**src/rtl/rpb_pkg.sv**
```systemverilog
`timescale 1ns / 1ps

package rpb_pkg;

   localparam int MAP_SLOTS = 32;
   localparam int SLOT_W    = 5;
   localparam int COUNT_W   = 6;
   localparam int RAND_W    = 15;
   localparam int KEY_W     = 12;
   localparam int STEP_W    = 4;
   localparam int ADDR_W    = 3;
   localparam int DATA_W    = 32;

   localparam logic [COUNT_W-1:0] TRACK_COUNT_RESET = 6'd32;
   localparam logic               REG_TRACK_COUNT   = 1'b0;

   typedef enum logic [1:0] {
      ST_IDLE,
      ST_DIV,
      ST_SCAN,
      ST_DONE
   } rpb_state_type;

   typedef struct packed {
      logic [SLOT_W-1:0] slot;
      logic [SLOT_W-1:0] track;
      logic              last;
   } rpb_place_type;

endpackage

```
**src/rtl/rpb_core.sv**
```systemverilog
`timescale 1ns / 1ps

module rpb_core
   import rpb_pkg::*;
#(
   parameter int MAX_TRACKS = 32
) (
   input  logic                clock,
   input  logic                reset,
   input  logic                restart,
   input  logic [COUNT_W-1:0]  track_count,
   input  logic                req_valid,
   output logic                req_ready,
   input  logic [RAND_W-1:0]   random_value,
   input  logic                out_free,
   output logic                place_valid,
   output rpb_place_type       place
);

   localparam int LIMIT = (MAX_TRACKS < MAP_SLOTS) ? MAX_TRACKS : MAP_SLOTS;

   rpb_state_type state_ff, state_in;

   logic [MAP_SLOTS-1:0] free_map_ff, free_map_in;
   logic [COUNT_W-1:0]   placed_count_ff, placed_count_in;
   logic [KEY_W-1:0]     val_ff, val_in;
   logic [COUNT_W-1:0]   rem_ff, rem_in;
   logic [COUNT_W-1:0]   div_ff, div_in;
   logic [STEP_W-1:0]    step_ff, step_in;
   logic [SLOT_W-1:0]    idx_ff, idx_in;

   logic [COUNT_W-1:0]   n_cur;
   logic [COUNT_W:0]     alu_a;
   logic [COUNT_W-1:0]   alu_b;
   logic [COUNT_W+1:0]   alu_diff;
   logic                 alu_borrow;
   logic                 slot_avail;
   logic                 accept;
   logic                 need_restart;
   logic [COUNT_W-1:0]   count_next;
   logic                 last;

   // effective entry count
   always_comb begin
      n_cur = (track_count == '0) ? COUNT_W'(1) : track_count;
      if (n_cur > COUNT_W'(LIMIT)) begin
         n_cur = COUNT_W'(LIMIT);
      end
   end

   // shared subtract unit
   always_comb begin
      if (state_ff == ST_DIV) begin
         alu_a = {rem_ff, val_ff[KEY_W-1]};
         alu_b = div_ff;
      end else begin
         alu_a = {1'b0, rem_ff};
         alu_b = COUNT_W'(1);
      end
      alu_diff   = {1'b0, alu_a} - {2'b00, alu_b};
      alu_borrow = alu_diff[COUNT_W+1];
   end

   assign slot_avail   = free_map_ff[idx_ff] && ({1'b0, idx_ff} < n_cur);
   assign accept       = req_valid && req_ready;
   assign need_restart = placed_count_ff >= n_cur;
   assign count_next   = placed_count_ff + COUNT_W'(1);
   assign last         = count_next >= n_cur;

   assign req_ready   = state_ff == ST_IDLE;
   assign place_valid = (state_ff == ST_DONE) && out_free;
   assign place.slot  = idx_ff;
   assign place.track = placed_count_ff[SLOT_W-1:0];
   assign place.last  = last;

   always_ff @(posedge clock) begin
      if (reset) begin
         state_ff <= ST_IDLE;
      end else begin
         state_ff <= state_in;
      end
   end

   always_ff @(posedge clock) begin
      if (reset) begin
         free_map_ff     <= '1;
         placed_count_ff <= '0;
      end else begin
         free_map_ff     <= free_map_in;
         placed_count_ff <= placed_count_in;
      end
   end

   always_ff @(posedge clock) begin
      val_ff  <= val_in;
      rem_ff  <= rem_in;
      div_ff  <= div_in;
      step_ff <= step_in;
      idx_ff  <= idx_in;
   end

   always_comb begin
      state_in        = state_ff;
      free_map_in     = free_map_ff;
      placed_count_in = placed_count_ff;
      val_in          = val_ff;
      rem_in          = rem_ff;
      div_in          = div_ff;
      step_in         = step_ff;
      idx_in          = idx_ff;
      unique case (state_ff)
         ST_IDLE: begin
            if (accept) begin
               val_in  = random_value[KEY_W-1:0];
               rem_in  = '0;
               step_in = '0;
               idx_in  = '0;
               if (need_restart) begin
                  free_map_in     = '1;
                  placed_count_in = '0;
                  div_in          = n_cur;
               end else begin
                  div_in = n_cur - placed_count_ff;
               end
               state_in = ST_DIV;
            end
         end
         ST_DIV: begin
            rem_in = alu_borrow ? alu_a[COUNT_W-1:0] : alu_diff[COUNT_W-1:0];
            val_in = {val_ff[KEY_W-2:0], 1'b0};
            step_in = step_ff + STEP_W'(1);
            if (step_ff == STEP_W'(KEY_W - 1)) begin
               state_in = ST_SCAN;
            end
         end
         ST_SCAN: begin
            if (slot_avail && rem_ff == '0) begin
               state_in = ST_DONE;
            end else begin
               if (slot_avail) begin
                  rem_in = alu_diff[COUNT_W-1:0];
               end
               idx_in = idx_ff + SLOT_W'(1);
            end
         end
         ST_DONE: begin
            if (out_free) begin
               if (last) begin
                  free_map_in     = '1;
                  placed_count_in = '0;
               end else begin
                  free_map_in[idx_ff] = 1'b0;
                  placed_count_in     = count_next;
               end
               state_in = ST_IDLE;
            end
         end
         default: state_in = ST_IDLE;
      endcase
      if (restart) begin
         free_map_in     = '1;
         placed_count_in = '0;
      end
   end

   a_count_below_n: assert property (@(posedge clock) disable iff (reset)
      placed_count_ff < n_cur)
      else $error("placement count reached entry count");

   a_rem_below_div: assert property (@(posedge clock) disable iff (reset)
      state_ff == ST_DIV |-> rem_ff < div_ff)
      else $error("partial remainder not reduced");

   a_div_to_scan: assert property (@(posedge clock) disable iff (reset)
      state_ff == ST_DIV && step_ff == STEP_W'(KEY_W - 1) |=> state_ff == ST_SCAN)
      else $error("modulo did not hand over to slot scan");

endmodule

```
**src/rtl/random_permutation_builder.sv**
```systemverilog
`timescale 1ns / 1ps
// req_ready is high only while idle; each req beat runs the 12-step serial
// modulo and then the one-slot-per-cycle scan through the free map, both on
// one subtractor, and no new beat is taken until its placement enters rsp
// reset: track_count 32, all slots free, no placements, rsp empty
// a track_count write also restarts the shuffle

module random_permutation_builder
   import rpb_pkg::*;
#(
   parameter int MAX_TRACKS = 32
) (
   input  logic                clock,
   input  logic                reset,
   input  logic                req_valid,
   output logic                req_ready,
   input  logic [RAND_W-1:0]   req_random_value,
   output logic                rsp_valid,
   input  logic                rsp_ready,
   output logic [SLOT_W-1:0]   rsp_slot,
   output logic [SLOT_W-1:0]   rsp_track,
   output logic                rsp_last_of_shuffle,
   input  logic                csr_psel,
   input  logic                csr_penable,
   input  logic                csr_pwrite,
   input  logic [ADDR_W-1:0]   csr_paddr,
   input  logic [DATA_W-1:0]   csr_pwdata,
   output logic [DATA_W-1:0]   csr_prdata,
   output logic                csr_pready
);

   logic [COUNT_W-1:0] track_count_ff, track_count_in;
   logic               rsp_valid_ff, rsp_valid_in;
   rpb_place_type      rsp_ff, rsp_in;

   logic               cfg_write;
   logic               out_free;
   logic               place_valid;
   rpb_place_type      place;

   assign csr_pready = 1'b1;
   assign cfg_write  = csr_psel && csr_penable && csr_pwrite && csr_pready
                       && (csr_paddr[2] == REG_TRACK_COUNT);
   assign csr_prdata = (csr_paddr[2] == REG_TRACK_COUNT)
                       ? {{(DATA_W-COUNT_W){1'b0}}, track_count_ff} : '0;

   assign out_free = !rsp_valid_ff || rsp_ready;

   rpb_core #(
      .MAX_TRACKS(MAX_TRACKS)
   ) u_core (
      .clock       (clock),
      .reset       (reset),
      .restart     (cfg_write),
      .track_count (track_count_ff),
      .req_valid   (req_valid),
      .req_ready   (req_ready),
      .random_value(req_random_value),
      .out_free    (out_free),
      .place_valid (place_valid),
      .place       (place)
   );

   always_comb begin
      track_count_in = cfg_write ? csr_pwdata[COUNT_W-1:0] : track_count_ff;
      rsp_in         = place_valid ? place : rsp_ff;
      rsp_valid_in   = place_valid || (rsp_valid_ff && !rsp_ready);
   end

   always_ff @(posedge clock) begin
      if (reset) begin
         track_count_ff <= TRACK_COUNT_RESET;
         rsp_valid_ff   <= 1'b0;
      end else begin
         track_count_ff <= track_count_in;
         rsp_valid_ff   <= rsp_valid_in;
      end
   end

   always_ff @(posedge clock) begin
      rsp_ff <= rsp_in;
   end

   assign rsp_valid           = rsp_valid_ff;
   assign rsp_slot            = rsp_ff.slot;
   assign rsp_track           = rsp_ff.track;
   assign rsp_last_of_shuffle = rsp_ff.last;

endmodule
```
**config.mk**
```make
export PLATFORM = sky130hd
export DESIGN_NAME = random_permutation_builder
export DESIGN_NICKNAME = d
export VERILOG_FILES = /design/src/rtl/rpb_pkg.sv /design/src/rtl/rpb_core.sv /design/src/rtl/random_permutation_builder.sv
export SDC_FILE = /design/constraint.sdc
export NUM_CORES = 1
export LEC_CHECK = 0
export BUFFER_PORTS_ARGS = -buffer_cell sky130_fd_sc_hd__buf_2
export CAP_MARGIN = 5
export CORE_ASPECT_RATIO = 2
export CORE_MARGIN = 5
export CORE_UTILIZATION = 50
export CTS_CLUSTER_DIAMETER = 120
export DETAILED_ROUTE_END_ITERATION = 12
export PLACE_DENSITY = 0.77
export SLEW_MARGIN = 10
export SYNTH_ARGS = -nofsm -noshare
export SYNTH_HDL_FRONTEND = slang
export SYNTH_SLANG_ARGS = --single-unit
```
**constraint.sdc**
```tcl
create_clock -name clock -period 3.4 [get_ports clock]
set_clock_uncertainty 0.05 [all_clocks]
set_input_delay 0.51 -clock clock [delete_from_list [all_inputs] [get_ports clock]]
set_output_delay 0.51 -clock clock [all_outputs]
set_load 0.01 [all_outputs]
```
==> results.cfg <==
[critical_path]
start_kind = register
cp_data_arrival_time_ns = 3.13
cp-endpoint = u_core.rem_ff[2]$_DFFE_PP_
crit_top_cell = o21a_1
reg2reg_to = u_core.rem_ff[2]$_DFFE_PP_
reg2reg_from = u_core.state_ff[1]$_SDFFE_PP0P_
crit_path_top_delay_cell = dfxtp_1
r2r_slack_ns = 0.32
cp.required_ns = 3.45
cp_cell_sequence = inv_1 -> ha_1 -> buf_4 -> nand2_1 -> ha_1 -> nor2b_1 -> o21a_1 -> o21a_1 -> o21a_1 -> o211ai_1 -> nand3b_1 -> a32o_1
worstSetupPathType = reg2reg
crit_fanout = 26
reg2reg_depth = 12
crit_path_end_kind = register
critPathLaunch = u_core.state_ff[1]$_SDFFE_PP0P_
cp_slowest_stage_delay_ns = 0.34

[routing]
antenna_left = 0
drtIter0Drc = 206
drtPass1Iterations = 4
drc = 0
vias = 3759
wl_per_cell_um = 15.8
wirelength_um = 11000
avgViaCountPerCell = 5.42

[floorplan]
dieWidth_um = 81.3
dieArea_um2 = 12400
rows = 52
dieHeight_um = 153
coreArea_um2 = 10000
io_pins = 103
start_util_pct = 50.7

[place]
place_inst = 678
routabilityCongestion = 0.937
portBuffers = 44
dp_hpwl_um = 8430

[synth]
ys_seq_elements = 91
synth_top_area_share_pct = 26.0
synth_most_common_cell = nand2_1
avgSynthCellArea_um2 = 10.1
syn_area_um2 = 5080
synthTopCellsByArea = edfxtp_1 26%, dfxtp_1 19%, ha_1 7.9%, nand2_1 4.1%, buf_4 4.0%
synth_common_cells = 56 x nand2_1, 47 x dfxtp_1, 44 x edfxtp_1
synth_ff_type = dfxtp_1
ys_types = 61
syn_inst = 502
async_flop_share_pct = 0
ys_seq_area_share_pct = 44.5
yosysWarnings = 0
synth_top_cell_by_area = edfxtp_1
synth-edff-count = 44

[clock_network]
htreeDepth = 3
cts_tree = yes
clk_pin_slew_ns = 0.07
cts_hold_buf = 0
cts_sinks = 91
cts_buffers = 9
clk_latency_ns = 0.34
root_buffer = clkbuf_16
post_cts_buffers = 0
ctsLongestPathBuffers = 2
cts_resized = 0

[sta]
worst_slew_pin_slew_ns = 0.909
finalMaxSlewViolations = 0
relSlewSlack_pct = 39.0
fin_setup_tns_ns = 0
fin_crit_sh_pct = 90.6
hold_viol_final = 0
setup_violations = 0
max_freq_ghz = 0.325
fin_crit_ns = 3.08
rsz0062_at_grt = no

[grt]
grt.busiest_layer = met2
grt_pass1_wl_um = 17700
grt_max_degree = 33
grtUsageMet1_pct = 17.2
grt_use_met2_pct = 34.6
grt_overflow = 0
met3_usage_pct = 2.84
grt_pass1_vias = 3836
grt.total_usage_pct = 18.4
antenna_found_initial = 0

[pwr]
power_uw = 4480
powerDensity_nw_per_um2 = 783
ir_drop_mv = 0.389
power_leakage_uw = 0.00238

[finish]
drive_gt1_share_pct = 18.4
finish.cell_count_without_fillers = 694
antenna_cells = 0
areaGrowthSynthToFinish_pct = 12.5
fin_nets = 645

[run]
cap_violations = 0

[worst_hold_path]
hp-class = in2reg

[run_status]
status = completed
through the flow:
step	cell area, um^2	utilization (%)	worst slack, ns	hold slack, ns
after floorplan	5170	-	0.251	0.385
after global placement	5410	54.0	0.415	0.394
after detailed placement	5410	54.0	0.332	0.399
after CTS	5720	57.0	0.314	0.343
after global routing	5720	57.0	0.0569	0.357
final	5720	57.0	0.319	0.347
worst min-delay path by stage:
stage,from,to,slack (ns),cells past startpoint
after floorplan,u_core.free_map_ff[1]$_SDFFE_PP1P_,u_core.free_map_ff[1]$_SDFFE_PP1P_,0.38,2
after global placement,u_core.free_map_ff[2]$_SDFFE_PP1P_,u_core.free_map_ff[2]$_SDFFE_PP1P_,0.39,2
after detailed placement,u_core.free_map_ff[5]$_SDFFE_PP1P_,u_core.free_map_ff[5]$_SDFFE_PP1P_,0.40,2
after CTS,csr_pwdata[4],track_count_ff[4]$_SDFFE_PP0P_,0.34,3
after global routing,csr_pwdata[4],track_count_ff[4]$_SDFFE_PP0P_,0.36,3
final,csr_pwdata[4],track_count_ff[4]$_SDFFE_PP0P_,0.35,3
cell families after synthesis:
logic type	count (synthesis)	share of synthesized area (%)
compound gates	95	12.3
buf+inv	67	7.24
simple gates	162	15.7
flops	91	44.5
mux	38	9.24
other cells	2	0.148
fa+ha+maj	34	8.67
xor+xnor	13	2.24
worst max-delay path: cells and delay by family, from the launching register on:
family	cells	cell delay, ns
and+or+nand+nor	3	0.39
adders and majority gates	2	0.58
DFF	1	0.34
AOI/OAI and AO/OA	5	1.05
buffers and inverters	2	0.42
state kept, by name, summed over array words and instances, names as in the netlist:
name,flops
u_core.free_map_ff,32
u_core.val_ff,12
track_count_ff,6
u_core.div_ff,6
u_core.placed_count_ff,6
u_core.rem_ff,6
rsp_slot,5
rsp_track,5
u_core.idx_ff,5
u_core.step_ff,4
u_core.state_ff,2
rsp_last_of_shuffle,1
rsp_valid,1
routing by layer:
metal	vias up	routed length, um
met4	0	626
met3	37	294
li1	1828	-
met2	81	6240
met1	1813	3810
met5	-	0
cell usage in the layout, fill, tap and decap left out, types with 15 or more instances in the layout:
cell / instances
buf_4: 15
nor2b_1: 20
conb_1: 27
nand2_1: 56
ha_1: 32
nor2_1: 30
buf_2: 44
o21ai_0: 40
mux2i_1: 18
dfxtp_1: 47
inv_1: 22
mux2_2: 15
edfxtp_1: 44
area by class of cell:
class                      instances  area, um^2
multi-input combinational        369        2540
timing repair buffer              60         353
clock inverter                     7        76.3
tap                              135         169
sequential                        91        2260
fill                             906        4300
inverter                          23        86.3
clock buffer                       9         225
power breakdown:
part	internal [uW]	total [uW]	switching [uW]	leakage, uW
sequential	1460	1650	184	0.000813
combinational	790	1860	1070	0.00142
clock	520	972	451	0.000148
Power figures use the tool's default switching activity.
